==> config.mk <==
export PLATFORM = sky130hd
export DESIGN_NAME = nearest_neighbour_downscaler
export DESIGN_NICKNAME = d
export VERILOG_FILES = /design/src/rtl/nnd_pkg.sv /design/src/rtl/nnd_front.sv /design/src/rtl/nnd_queue.sv /design/src/rtl/nnd_back.sv /design/src/rtl/nearest_neighbour_downscaler.sv
export SDC_FILE = /design/constraint.sdc
export NUM_CORES = 1
export LEC_CHECK = 0
export ABC_CLOCK_PERIOD_IN_PS = 20200
export BUFFER_PORTS_ARGS = -buffer_cell sky130_fd_sc_hd__buf_2
export CAP_MARGIN = 15
export CORE_UTILIZATION = 30
export DETAILED_ROUTE_END_ITERATION = 16
export PLACE_DENSITY = 0.54
export SLEW_MARGIN = 10
export SYNTH_ARGS = -nofsm -noshare
export SYNTH_HDL_FRONTEND = slang
export SYNTH_HIERARCHICAL = 1
export SYNTH_SLANG_ARGS = --single-unit
==> constraint.sdc <==
create_clock -name i_clk -period 20.2 [get_ports i_clk]
set_input_delay 4.04 -clock i_clk [delete_from_list [all_inputs] [get_ports i_clk]]
set_output_delay 4.04 -clock i_clk [all_outputs]
set_load 0.03 [all_outputs]
==> src/rtl/nnd_pkg.sv <==
// ----------------------------------------------------------------------------
// nnd_pkg
// Types and fixed constants shared by the nearest-neighbour downscaler files.
// ----------------------------------------------------------------------------
package nnd_pkg;

    // Field widths fixed by the interface
    localparam int CHAN_W     = 8;
    localparam int COORD_W    = 12;
    localparam int DIM_REG_W  = 13;
    localparam int STEP_W     = 29;
    localparam int CFG_IDX_W  = 3;
    localparam int CFG_DATA_W = 29;

    // Register indexes
    localparam logic [CFG_IDX_W-1:0] CFG_SRC_WIDTH  = 3'd0;
    localparam logic [CFG_IDX_W-1:0] CFG_SRC_HEIGHT = 3'd1;
    localparam logic [CFG_IDX_W-1:0] CFG_DST_WIDTH  = 3'd2;
    localparam logic [CFG_IDX_W-1:0] CFG_DST_HEIGHT = 3'd3;
    localparam logic [CFG_IDX_W-1:0] CFG_X_STEP     = 3'd4;
    localparam logic [CFG_IDX_W-1:0] CFG_Y_STEP     = 3'd5;

    // Register values after reset
    localparam logic [DIM_REG_W-1:0] RST_SRC_WIDTH  = 13'd1920;
    localparam logic [DIM_REG_W-1:0] RST_SRC_HEIGHT = 13'd1080;
    localparam logic [DIM_REG_W-1:0] RST_DST_WIDTH  = 13'd720;
    localparam logic [DIM_REG_W-1:0] RST_DST_HEIGHT = 13'd480;
    localparam logic [STEP_W-1:0]    RST_X_STEP     = 29'd174763;
    localparam logic [STEP_W-1:0]    RST_Y_STEP     = 29'd147456;

    // Queue between front and back
    localparam int QUEUE_DEPTH = 2;
    localparam int Q_PTR_W     = (QUEUE_DEPTH > 1) ? $clog2(QUEUE_DEPTH) : 1;
    localparam int Q_CNT_W     = $clog2(QUEUE_DEPTH + 1);

    typedef struct packed {
        logic [CHAN_W-1:0] chan_a;
        logic [CHAN_W-1:0] chan_b;
        logic [CHAN_W-1:0] chan_c;
        logic              frame_start;
    } t_in_word;

    typedef struct packed {
        logic [CHAN_W-1:0]  out_a;
        logic [CHAN_W-1:0]  out_b;
        logic [CHAN_W-1:0]  out_c;
        logic [COORD_W-1:0] out_col;
        logic [COORD_W-1:0] out_row;
        logic               frame_last;
    } t_out_word;

    typedef struct packed {
        logic full;
        logic empty;
    } t_q_status;

endpackage

==> src/rtl/nnd_front.sv <==
// ----------------------------------------------------------------------------
// nnd_front
// Register file, source/target counters and accumulators; picks the source
// pixels that map onto target pixels and pushes them into the queue.
// ----------------------------------------------------------------------------
module nnd_front #(
    parameter int MAX_DIM   = 4096,
    parameter int FRAC_BITS = 16
) (
    input  logic                          i_clk,
    input  logic                          i_rst_n,
    input  logic                          i_cfg_we,
    input  logic [nnd_pkg::CFG_IDX_W-1:0]  i_cfg_idx,
    input  logic [nnd_pkg::CFG_DATA_W-1:0] i_cfg_data,
    input  logic                          i_valid,
    input  nnd_pkg::t_in_word             i_word,
    output logic                          o_stall,
    input  nnd_pkg::t_q_status            i_q_status,
    output logic                          o_push,
    output nnd_pkg::t_out_word            o_word
);
    import nnd_pkg::*;

    localparam int SC_W   = $clog2(MAX_DIM);
    localparam int TC_W   = $clog2(MAX_DIM + 1);
    localparam int CW     = SC_W + 1;
    localparam int ACC_W  = SC_W + FRAC_BITS;
    localparam int SUM_W  = ((ACC_W > STEP_W) ? ACC_W : STEP_W) + 1;
    localparam int EW     = (DIM_REG_W > TC_W) ? DIM_REG_W : TC_W;
    localparam longint unsigned ACC_MAX_L  = (longint'(MAX_DIM) << FRAC_BITS) - 1;
    localparam longint unsigned FRAC_ONE_M1 = (longint'(1) << FRAC_BITS) - 1;

    function automatic logic [TC_W-1:0] eff_dim(input logic [DIM_REG_W-1:0] v);
        logic [EW-1:0] w;
        begin
            w = EW'(v);
            if (v == '0) begin
                return TC_W'(1);
            end
            if (w > EW'(MAX_DIM)) begin
                return TC_W'(MAX_DIM);
            end
            return TC_W'(w);
        end
    endfunction

    function automatic logic [ACC_W-1:0] sat_add(input logic [ACC_W-1:0] acc,
                                                 input logic [STEP_W-1:0] step);
        logic [SUM_W-1:0] s;
        begin
            s = SUM_W'(acc) + SUM_W'(step);
            if (s > SUM_W'(ACC_MAX_L)) begin
                return ACC_W'(ACC_MAX_L);
            end
            return ACC_W'(s);
        end
    endfunction

    // ceil of a Q.FRAC_BITS value
    function automatic logic [CW-1:0] ceil_q(input logic [ACC_W-1:0] acc);
        logic [ACC_W:0] s;
        begin
            s = {1'b0, acc} + (ACC_W + 1)'(FRAC_ONE_M1);
            return s[ACC_W:FRAC_BITS];
        end
    endfunction

    logic [DIM_REG_W-1:0] r_src_width, r_src_height, r_dst_width, r_dst_height;
    logic [STEP_W-1:0]    r_x_step, r_y_step;

    logic [SC_W-1:0]  r_src_col, r_src_row, n_src_col, n_src_row;
    logic [TC_W-1:0]  r_tgt_col, r_tgt_row, n_tgt_col, n_tgt_row;
    logic [ACC_W-1:0] r_col_acc, r_row_acc, n_col_acc, n_row_acc;

    logic [SC_W-1:0]  c_src_col, c_src_row;
    logic [TC_W-1:0]  c_tgt_col, c_tgt_row;
    logic [ACC_W-1:0] c_col_acc, c_row_acc;
    logic [TC_W-1:0]  sw, sh, dw, dh, sw_m1, sh_m1, dw_m1, dh_m1;
    logic             accept, row_sel, emit, col_end, row_end;

    assign o_stall = i_q_status.full;
    assign accept  = i_valid && !i_q_status.full;

    assign sw    = eff_dim(r_src_width);
    assign sh    = eff_dim(r_src_height);
    assign dw    = eff_dim(r_dst_width);
    assign dh    = eff_dim(r_dst_height);
    assign sw_m1 = sw - TC_W'(1);
    assign sh_m1 = sh - TC_W'(1);
    assign dw_m1 = dw - TC_W'(1);
    assign dh_m1 = dh - TC_W'(1);

    // frame start clears the counters and accumulators before this pixel is classified
    assign c_src_col = i_word.frame_start ? '0 : r_src_col;
    assign c_src_row = i_word.frame_start ? '0 : r_src_row;
    assign c_tgt_col = i_word.frame_start ? '0 : r_tgt_col;
    assign c_tgt_row = i_word.frame_start ? '0 : r_tgt_row;
    assign c_col_acc = i_word.frame_start ? '0 : r_col_acc;
    assign c_row_acc = i_word.frame_start ? '0 : r_row_acc;

    assign row_sel = (c_tgt_row < dh) &&
                     ((ceil_q(c_row_acc) <= CW'(c_src_row)) || (CW'(sh_m1) <= CW'(c_src_row)));
    assign emit    = row_sel && (c_tgt_col < dw) &&
                     ((ceil_q(c_col_acc) <= CW'(c_src_col)) || (CW'(sw_m1) <= CW'(c_src_col)));
    assign col_end = CW'(c_src_col) >= CW'(sw_m1);
    assign row_end = CW'(c_src_row) >= CW'(sh_m1);

    assign o_push = accept && emit;

    always_comb begin
        o_word.out_a      = i_word.chan_a;
        o_word.out_b      = i_word.chan_b;
        o_word.out_c      = i_word.chan_c;
        o_word.out_col    = COORD_W'(c_tgt_col);
        o_word.out_row    = COORD_W'(c_tgt_row);
        o_word.frame_last = (c_tgt_col == dw_m1) && (c_tgt_row == dh_m1);
    end

    always_comb begin
        n_src_col = c_src_col;
        n_src_row = c_src_row;
        n_tgt_col = c_tgt_col;
        n_tgt_row = c_tgt_row;
        n_col_acc = c_col_acc;
        n_row_acc = c_row_acc;
        if (emit) begin
            n_tgt_col = c_tgt_col + TC_W'(1);
            n_col_acc = sat_add(c_col_acc, r_x_step);
        end
        if (col_end) begin
            n_src_col = '0;
            n_tgt_col = '0;
            n_col_acc = '0;
            if (row_sel) begin
                n_tgt_row = c_tgt_row + TC_W'(1);
                n_row_acc = sat_add(c_row_acc, r_y_step);
            end
            if (row_end) begin
                n_src_row = '0;
                n_tgt_row = '0;
                n_row_acc = '0;
            end else begin
                n_src_row = c_src_row + SC_W'(1);
            end
        end else begin
            n_src_col = c_src_col + SC_W'(1);
        end
    end

    always_ff @(posedge i_clk) begin
        if (!i_rst_n) begin
            r_src_width  <= RST_SRC_WIDTH;
            r_src_height <= RST_SRC_HEIGHT;
            r_dst_width  <= RST_DST_WIDTH;
            r_dst_height <= RST_DST_HEIGHT;
            r_x_step     <= RST_X_STEP;
            r_y_step     <= RST_Y_STEP;
            r_src_col    <= '0;
            r_src_row    <= '0;
            r_tgt_col    <= '0;
            r_tgt_row    <= '0;
            r_col_acc    <= '0;
            r_row_acc    <= '0;
        end else begin
            if (i_cfg_we) begin
                case (i_cfg_idx)
                    CFG_SRC_WIDTH:  r_src_width  <= i_cfg_data[DIM_REG_W-1:0];
                    CFG_SRC_HEIGHT: r_src_height <= i_cfg_data[DIM_REG_W-1:0];
                    CFG_DST_WIDTH:  r_dst_width  <= i_cfg_data[DIM_REG_W-1:0];
                    CFG_DST_HEIGHT: r_dst_height <= i_cfg_data[DIM_REG_W-1:0];
                    CFG_X_STEP:     r_x_step     <= i_cfg_data[STEP_W-1:0];
                    CFG_Y_STEP:     r_y_step     <= i_cfg_data[STEP_W-1:0];
                    default: ;
                endcase
            end
            if (accept) begin
                r_src_col <= n_src_col;
                r_src_row <= n_src_row;
                r_tgt_col <= n_tgt_col;
                r_tgt_row <= n_tgt_row;
                r_col_acc <= n_col_acc;
                r_row_acc <= n_row_acc;
            end
        end
    end

endmodule

==> src/rtl/nnd_queue.sv <==
// ----------------------------------------------------------------------------
// nnd_queue
// Short FIFO of picked words between the front and the back.
// ----------------------------------------------------------------------------
module nnd_queue (
    input  logic               i_clk,
    input  logic               i_rst_n,
    input  logic               i_push,
    input  nnd_pkg::t_out_word i_word,
    input  logic               i_pop,
    output nnd_pkg::t_out_word o_head,
    output nnd_pkg::t_q_status o_status
);
    import nnd_pkg::*;

    t_out_word          r_mem [QUEUE_DEPTH];
    logic [Q_PTR_W-1:0] r_wr_ptr, r_rd_ptr;
    logic [Q_CNT_W-1:0] r_count;
    logic               do_push, do_pop;

    function automatic logic [Q_PTR_W-1:0] ptr_inc(input logic [Q_PTR_W-1:0] p);
        return (p == Q_PTR_W'(QUEUE_DEPTH - 1)) ? '0 : p + Q_PTR_W'(1);
    endfunction

    assign o_status.full  = r_count == Q_CNT_W'(QUEUE_DEPTH);
    assign o_status.empty = r_count == '0;
    assign o_head         = r_mem[r_rd_ptr];
    assign do_push        = i_push && !o_status.full;
    assign do_pop         = i_pop && !o_status.empty;

    always_ff @(posedge i_clk) begin
        if (do_push) begin
            r_mem[r_wr_ptr] <= i_word;
        end
    end

    always_ff @(posedge i_clk) begin
        if (!i_rst_n) begin
            r_wr_ptr <= '0;
            r_rd_ptr <= '0;
            r_count  <= '0;
        end else begin
            if (do_push) begin
                r_wr_ptr <= ptr_inc(r_wr_ptr);
            end
            if (do_pop) begin
                r_rd_ptr <= ptr_inc(r_rd_ptr);
            end
            case ({do_push, do_pop})
                2'b10:   r_count <= r_count + Q_CNT_W'(1);
                2'b01:   r_count <= r_count - Q_CNT_W'(1);
                default: r_count <= r_count;
            endcase
        end
    end

endmodule

==> src/rtl/nnd_back.sv <==
// ----------------------------------------------------------------------------
// nnd_back
// Output register: drains the queue and presents one word at a time.
// ----------------------------------------------------------------------------
module nnd_back (
    input  logic               i_clk,
    input  logic               i_rst_n,
    input  nnd_pkg::t_out_word i_head,
    input  nnd_pkg::t_q_status i_q_status,
    output logic               o_pop,
    output logic               o_valid,
    output nnd_pkg::t_out_word o_word,
    input  logic               i_stall
);
    import nnd_pkg::*;

    logic      r_valid;
    t_out_word r_word;
    logic      take;

    // free to load when empty or when the held word leaves this cycle
    assign take    = !r_valid || !i_stall;
    assign o_pop   = take && !i_q_status.empty;
    assign o_valid = r_valid;
    assign o_word  = r_word;

    always_ff @(posedge i_clk) begin
        if (o_pop) begin
            r_word <= i_head;
        end
    end

    always_ff @(posedge i_clk) begin
        if (!i_rst_n) begin
            r_valid <= 1'b0;
        end else if (take) begin
            r_valid <= !i_q_status.empty;
        end
    end

endmodule

==> src/rtl/nearest_neighbour_downscaler.sv <==
// ----------------------------------------------------------------------------
// nearest_neighbour_downscaler
// Path: a picked source pixel is written into the queue, then loaded into the
//   output register, from which it shows on the output.
// Throughput: one source word per cycle while the queue is not full, as the
//   front updates counters and accumulators per accepted word; at most one target word per source word.
// Reset: synchronous, active low; registers take their power-up values and
//   all counters, the queue and the output register clear.
// ----------------------------------------------------------------------------
module nearest_neighbour_downscaler #(
    parameter int MAX_DIM   = 4096,
    parameter int FRAC_BITS = 16
) (
    input  logic                          i_clk,
    input  logic                          i_rst_n,
    // configuration write port
    input  logic                          i_cfg_we,
    input  logic [nnd_pkg::CFG_IDX_W-1:0]  i_cfg_idx,
    input  logic [nnd_pkg::CFG_DATA_W-1:0] i_cfg_data,
    // source pixel stream
    input  logic                          i_in_valid,
    input  nnd_pkg::t_in_word             i_in,
    output logic                          o_in_stall,
    // target pixel stream
    output logic                          o_out_valid,
    output nnd_pkg::t_out_word            o_out,
    input  logic                          i_out_stall
);
    import nnd_pkg::*;

    // Front: classify each source word against the running target grid.
    // Only words that land on a target pixel are pushed; the rest are dropped
    // after advancing the counters.
    logic      push;
    t_out_word push_word;

    // Queue status, shared by both sides, and the head word for the back
    t_q_status q_status;
    t_out_word q_head;
    logic      pop;

    nnd_front #(
        .MAX_DIM  (MAX_DIM),
        .FRAC_BITS(FRAC_BITS)
    ) u_front (
        .i_clk     (i_clk),
        .i_rst_n   (i_rst_n),
        .i_cfg_we  (i_cfg_we),
        .i_cfg_idx (i_cfg_idx),
        .i_cfg_data(i_cfg_data),
        .i_valid   (i_in_valid),
        .i_word    (i_in),
        .o_stall   (o_in_stall),
        .i_q_status(q_status),
        .o_push    (push),
        .o_word    (push_word)
    );

    // Queue: decouple the source side from output back-pressure. The front
    // holds off only when the queue is full, so a word waiting at the output
    // does not stop the source stream.
    nnd_queue u_queue (
        .i_clk   (i_clk),
        .i_rst_n (i_rst_n),
        .i_push  (push),
        .i_word  (push_word),
        .i_pop   (pop),
        .o_head  (q_head),
        .o_status(q_status)
    );

    // Back: registered output stage; hold the word while stalled.
    nnd_back u_back (
        .i_clk     (i_clk),
        .i_rst_n   (i_rst_n),
        .i_head    (q_head),
        .i_q_status(q_status),
        .o_pop     (pop),
        .o_valid   (o_out_valid),
        .o_word    (o_out),
        .i_stall   (i_out_stall)
    );

endmodule

==> out/metrics.csv, run 1 <==
stage,metric,value,unit
detailed_routing,DRT iter0 DRCs,1490,
floorplanning,die width,270,um
sta,measured slew at the worst slew-check pin,1.17,ns
yosys,Synth async-reset ratio,0,%
setup_path,Worst EP required,20.59,ns
sta,Final Hold Vio Count,0,
detailed_routing,DR top layer,met5,
detailed_routing,DRC viols,0,
floorplanning,die area,73000,sq um
sta,setup ws final,11.37,ns
floorplanning,# rows,97,
yosys,post-synth top area share,20.6,%
clocking,post-cts resize count,0,
cells_and_area,Non-Filler Instances,3424,
clocking,CTS tree,yes,
hold_path,hold path cells,2,
power_and_ir_drop,Total Power,2.66,mW
clocking,clock tree sinks,369,
floorplanning,die extent in y,270,um
sta,Max Slew Vio Count,0,
detailed_routing,Routed WL per cell,17.2,um
grt,first-pass GRT wire length,93700,um
placed_design,input/output buffers,112,
cells_and_area,Post-Route Utilization,34.4,%
outcome,status,completed,
setup_path,arrival time at the worst endpoint,9.22,ns
power_and_ir_drop,Peak VDD IR,0.107,mV
hold_path,worst min-delay path class,reg2reg,
grt,largest net degree at the start of global routing,83,
detailed_routing,met1 WL,27700,um
yosys,syn avg cell area,8.92,sq um
cells_and_area,nets@finish,2657,
sta,fin crit share,43.7,%
yosys,"Top FF cell, synth",dfxtp_1,
detailed_routing,DR WL met3,2960,um
sta,fmax,113,MHz
cells_and_area,layout cells sized above 1,11.9,%
setup_path,Startpoint Class,input port,
cells_and_area,Layout area overhead,12.5,%
clocking,clk_lat worst skew,0.58,ns
clocking,Clock Path Buffers,3,
sta,setup violators final,0,
detailed_routing,Detail Route Antenna Nets,0,
power_and_ir_drop,pwr dens,110,nW/um^2
grt,GRT overflow,0,
clocking,hold buffers post-CTS,0,
yosys,post-synthesis cell type count,80,
clocking,clk root buf,clkbuf_16,
yosys,Yosys top cell by area,dfxtp_1,
sta,Final TNS setup,0,ns
grt,GRT Util Overall,15.8,%
placed_design,Placed Instances,3349,
sta,worst relative slew slack,21.7,%
cells_and_area,final instance area,24300,sq um
floorplanning,core outline area,70600,sq um
detailed_routing,wire length on met2,27100,um
detailed_routing,vias per cell,5.22,
sta,RSZ-0062 raised after global routing,false,
placed_design,pre-CTS setup slack,10.58,ns
yosys,Synth Instances,2419,
yosys,"top cells by area, synth","dfxtp_1, edfxtp_1, ha_1, nand2_1, a21oi_1",
detailed_routing,via count,17900,
placed_design,gp weighted congestion,0.868,
cells_and_area,"commonest non-fill, non-tap cell in the layout",nand2_1,
yosys,Post-synth EDFFs,147,
yosys,Yosys Warn Count,6,
setup_path,"Worst Path Class, Setup",in2reg,
clocking,clk slew on worst S/H paths,0.06,ns
grt,number of global-route vias before repair,17200,
sta,WHS,0.449,ns
detailed_routing,final WL,59100,um
floorplanning,starting density of the core,30.5,%
floorplanning,number of I/O pins,113,
yosys,post-synthesis register bit count,369,
sta,clk_skew,0.0137,ns
setup_path,CP endpoint kind,register,
yosys,Syn Nets,2622,
clocking,H-tree depth,2,
clocking,post-CTS setup buffer count,0,
setup_path,R2R depth,17,
cells_and_area,most frequent cells in the layout,"nand2_1, a21oi_1, dfxtp_1",
yosys,Synth Cell Area,21600,sq um
setup_path,critical-path maximum fanout,60,
placed_design,DP HPWL,41800,um
job,Max Cap Violations,0,
placed_design,DP Area,22800,sq um
clocking,TritonCTS Buffers,41,
grt,initial antenna violation count,4,
power_and_ir_drop,leak pwr,9.47,nW
detailed_routing,drt first pass iters,5,
yosys,register area share after synthesis,41.1,%
sta,Tmin final,8.83,ns
[power by group]
part	internal (mW)	switching, mW	leakage [nW]
Clock	0.479	0.316	0.683
Sequential	0.969	0.0637	3.18
Combinational	0.287	0.548	5.61
Total	1.74	0.928	9.47
[kinds of logic (layout without fill, tap and decap cells)]
logic type,Yosys count,count (layout),share of synthesized area (%)
adder cells (fa/ha/maj),141,141,8.25
other,0,1,0
buffers and inverters,198,262,4.07
multiplexers,56,56,2.89
AND/OR/NAND/NOR,946,946,21.0
AO/OA/AOI/OAI,598,598,18.2
XOR/XNOR,111,111,4.51
flip-flops,369,369,41.1
[worst paths after layout]
path | end | slack, ns | startpoint
worst min-delay path | u_front/r_tgt_col[1] | 0.45 | u_front/r_tgt_col[1]
worst max register to register | u_front/r_col_acc[6] | 14.31 | u_front/r_src_height[8]
worst min register to register | u_front/r_tgt_col[1] | 0.45 | u_front/r_tgt_col[1]
worst max-delay path | u_front/r_col_acc[6] | 11.37 | i_in[0]
[flip-flops by register name (all words and copies together), names as in the netlist, 2 cells and up, named ones only]
register	cells
u_front/r_y_step	29
u_queue/r_mem	98
u_front/r_tgt_row	13
u_queue/r_count	2
u_front/r_tgt_col	13
u_front/r_src_height	13
u_front/r_col_acc	28
u_front/r_src_row	12
u_front/r_row_acc	28
u_front/r_dst_height	13
u_front/r_x_step	29
u_front/r_src_col	12
u_front/r_src_width	13
u_back/o_word	49
u_front/r_dst_width	13
[cells in the mapped netlist (56+ instances only)]
cell / n
nor2_1: 112
dfxtp_1: 222
clkbuf_1: 100
edfxtp_1: 147
nor2b_1: 105
o21ai_0: 111
inv_1: 56
nand2_1: 407
ha_1: 139
a21oi_1: 223
nand3_1: 73
xnor2_1: 68
[metal layers]
metal,vias up,global-route usage [%]
met3,88,2.36
li1,8800,-
met4,6,4.37
met5,-,0
met2,400,26.0
met1,8582,21.3
[final cells by class]
cell class                      instances  area, sq um
Fill cell                            7399        46400
Multi-Input combinational cell       1852        11900
Sequential cell                       369         8860
Tap cell                              940         1180
Clock buffer                           52         1110
Timing Repair Buffer                  132          733
Clock inverter                         20          305
Inverter                               58          220
Antenna cell                            1         2.50
[critical path, stage by stage]
cell and delay, ns:
buf_4 0.31, nor2b_1 0.30, and3_1 0.25, and3_1 0.26, nand3_1 0.14, nor2_1 0.23, nand2_1 0.12, nor2_1 0.14
xor2_1 0.16, ha_1 0.26, and3_1 0.18, a221o_1 0.31, o21ai_0 0.25, a22oi_1 0.25, nor4_4 0.39, buf_4 0.33
nand2b_2 0.11, a21oi_4 0.86, a221oi_1 0.25
Note: power is estimated with default switching activity, not from simulation.
==> inputs of run 2 (changes only) <==
--- a/config.mk
+++ b/config.mk
@@ -5,7 +5,7 @@
 export SDC_FILE = /design/constraint.sdc
 export NUM_CORES = 1
 export LEC_CHECK = 0
-export ABC_CLOCK_PERIOD_IN_PS = 20200
+export ABC_CLOCK_PERIOD_IN_PS = 9200
 export BUFFER_PORTS_ARGS = -buffer_cell sky130_fd_sc_hd__buf_2
 export CAP_MARGIN = 15
 export CORE_UTILIZATION = 30
==> constraint.sdc (replaced) <==
create_clock -name i_clk -period 9.2 [get_ports i_clk]
set_input_delay 1.84 -clock i_clk [delete_from_list [all_inputs] [get_ports i_clk]]
set_output_delay 1.84 -clock i_clk [all_outputs]
set_load 0.03 [all_outputs]
==> run 2 against run 1 <==
- clock skew up 0.0093 ns
- via count up 0.62%
- critical path type unchanged
- routed wire length up 0.53%
- global-route usage up 0.13 points
- combinational power up 120%
- non-clock buffer count up 4
- setup slack worse by 8.6 ns
==> out/metrics.csv, run 2 (synthesis results as in run 1) <==
stage,metric,value,unit,change
outcome,status,completed,,unchanged
hold_path,worst min-delay path class,reg2reg,,unchanged
clocking,clk slew on worst S/H paths,0.06,ns,about the same
setup_path,"Buf+Inv Stages, Crit Path",2,,unchanged
setup_path,Worst EP required,9.45,ns,was 20.59 ns
clocking,H-tree depth,2,,unchanged
detailed_routing,Routed WL per cell,17.3,um,was 17.2 um
grt,first-pass GRT wire length,94100,um,was 93700 um
power_and_ir_drop,NetSw,2.09,mW,was 0.928 mW
grt,number of global-route vias before repair,17400,,was 17200
sta,WHS,0.449,ns,about the same
placed_design,pre-CTS setup slack,1.90,ns,was 10.58 ns
detailed_routing,drt first pass iters,6,,was 5
setup_path,crit-path leading delay family,simple AND/OR/NAND/NOR gates,,unchanged
cells_and_area,Top reg by flops,u_queue/r_mem,,unchanged
power_and_ir_drop,Seq pwr share,39.2,%,was 38.8%
detailed_routing,final WL,59400,um,was 59100 um
placed_design,Placed Instances,3353,,was 3349
clocking,clk_lat worst skew,0.59,ns,was 0.58 ns
job,Max Cap Violations,0,,unchanged
setup_path,Crit path top cell by count,and3_1,,unchanged
setup_path,critical-path maximum fanout,41,,was 60
setup_path,worst r2r src,u_front/r_src_height[8],,unchanged
grt,initial antenna violation count,2,,was 4
placed_design,input/output buffers,112,,unchanged
cells_and_area,layout cells sized above 1,12.3,%,was 11.9%
power_and_ir_drop,clock power share,28.5,%,was 29.8%
sta,fin crit share,70.0,%,
clocking,clock tree sinks,369,,unchanged
power_and_ir_drop,Internal,3.70,mW,was 1.74 mW
setup_path,CP max stage delay,0.71,ns,was 0.86 ns
setup_path,CP Depth,18,,was 19
cells_and_area,Non-Filler Instances,3432,,was 3424
cells_and_area,Layout area overhead,12.5,%,about the same
cells_and_area,nets@finish,2662,,was 2657
grt,GRT overflow,0,,unchanged
grt,largest net degree at the start of global routing,65,,was 83
cells_and_area,"commonest non-fill, non-tap cell in the layout",nand2_1,,unchanged
sta,RSZ-0062 raised after global routing,false,,unchanged
floorplanning,# rows,97,,unchanged
sta,setup violators final,0,,unchanged
power_and_ir_drop,leak pwr,9.46,nW,was 9.47 nW
sta,setup ws final,2.76,ns,was 11.37 ns
detailed_routing,vias per cell,5.24,,was 5.22
clocking,clk root buf,clkbuf_16,,unchanged
power_and_ir_drop,Peak VDD IR,0.216,mV,was 0.107 mV
power_and_ir_drop,Switching Fraction,36.1,%,was 34.8%
clocking,post-CTS setup buffer count,0,,unchanged
grt,GRT Util Overall,15.9,%,was 15.8%
floorplanning,number of I/O pins,113,,unchanged
sta,Final Hold Vio Count,0,,unchanged
setup_path,R2R depth,18,,was 17
detailed_routing,via count,18000,,was 17900
clocking,TritonCTS Buffers,42,,was 41
cells_and_area,Post-Route Utilization,34.3,%,was 34.4%
clocking,post-cts resize count,0,,unchanged
floorplanning,starting density of the core,30.5,%,unchanged
sta,clk_skew,0.0230,ns,was 0.0137 ns
sta,Max Slew Vio Count,0,,unchanged
cells_and_area,most frequent cells in the layout,"nand2_1, a21oi_1, dfxtp_1",,unchanged
floorplanning,die width,270,um,unchanged
placed_design,DP Area,22900,sq um,was 22800 sq um
setup_path,CP endpoint kind,register,,unchanged
clocking,hold buffers post-CTS,0,,unchanged
placed_design,gp weighted congestion,0.887,,was 0.868
cells_and_area,diodes inserted,0,,was 1
setup_path,Startpoint Class,input port,,unchanged
power_and_ir_drop,Comb pwr share,32.2,%,was 31.4%
sta,worst relative slew slack,25.6,%,was 21.7%
sta,Tmin final,6.44,ns,
setup_path,r2r endpoint,u_front/r_row_acc[5],,was u_front/r_col_acc[6]
setup_path,crit path max-delay cell type,and3_2,,was a21oi_4
floorplanning,die extent in y,270,um,unchanged
sta,measured slew at the worst slew-check pin,1.11,ns,was 1.17 ns
setup_path,reg-to-reg setup timing slack,3.19,ns,was 14.31 ns
power_and_ir_drop,pwr dens,238,nW/um^2,was 110 nW/um^2
hold_path,hold path cells,2,,unchanged
setup_path,"Worst Path Class, Setup",in2reg,,unchanged
setup_path,arrival time at the worst endpoint,6.69,ns,was 9.22 ns
clocking,CTS tree,yes,,unchanged
clocking,Clock Path Buffers,3,,unchanged
cells_and_area,final instance area,24300,sq um,about the same
detailed_routing,DRT iter0 DRCs,1295,,was 1490
floorplanning,die area,73000,sq um,unchanged
sta,fmax,155,MHz,
setup_path,cell chain of the critical path,"buf_4, nor2b_1, and3_1, and3_1, nand3_1, nor2_1, nand2_1, nor2_1, xor2_1, ha_1, and3_1, a221o_1, o21ai_0, a22oi_1, nor4_4, and2_1, and3_2, buf_4",,"was buf_4, nor2b_1, and3_1, and3_1, nand3_1, nor2_1, nand2_1, nor2_1, xor2_1, ha_1, and3_1, a221o_1, o21ai_0, a22oi_1, nor4_4, buf_4, nand2b_2, a21oi_4, a221oi_1"
cells_and_area,max reg flops,98,,unchanged
sta,Final TNS setup,0,ns,unchanged
setup_path,Worst Setup EP,u_queue/r_mem[1][21],,was u_front/r_col_acc[6]
power_and_ir_drop,Total Power,5.78,mW,was 2.66 mW
setup_path,crit path launch,i_in[0],,unchanged
detailed_routing,Detail Route Antenna Nets,0,,unchanged
floorplanning,core outline area,70600,sq um,unchanged
detailed_routing,DRC viols,0,,unchanged
placed_design,DP HPWL,42400,um,was 41800 um
-- run 2: cell type report --
| class | instances | area [sq um] |
|---|---|---|
| clock buffer | 49 | 1100 |
| clock inverter | 28 | 263 |
| fill | 7363 | 46400 |
| inverter | 58 | 220 |
| multi-input combinational | 1852 | 11900 |
| sequential | 369 | 8860 |
| tap | 940 | 1180 |
| timing repair buffer | 136 | 771 |
-- run 2: power groups by stage --
stage,logic [mW],clock network [mW],registers [mW]
2_1_floorplan,1.24,0,2.45
3_3_place_gp,1.82,0,2.30
3_5_place_dp,1.86,0,2.31
4_1_cts,1.86,1.71,2.28
5_1_grt,2.03,1.77,2.30
6_report,1.86,1.65,2.27
-- run 2: how the worst min path moves through the flow --
stage                               start                     to
detailed placement   u_front/r_tgt_row[8]   u_front/r_tgt_row[8]
finish               u_front/r_tgt_col[1]   u_front/r_tgt_col[1]
global route          u_front/r_x_step[4]    u_front/r_x_step[4]
global placement     u_front/r_tgt_row[8]   u_front/r_tgt_row[8]
CTS                  u_front/r_tgt_row[8]   u_front/r_tgt_row[8]
floorplan           u_front/r_row_acc[26]  u_front/r_row_acc[26]
-- run 2: routing by layer --
layer	GRT usage, %	vias up	wire length [um]
met2	26.4	439	27200
met1	21.3	8643	27800
met5	0	-	0
met4	4.68	0	1420
li1	-	8806	-
met3	2.29	99	2950
-- run 2: tightest hold or removal path: cells and delay by family (launching register included) --
family,cells,cell delay (ns)
and+or+nand+nor,1,0.04
AOI/OAI and AO/OA,1,0.06
DFF,1,0.32
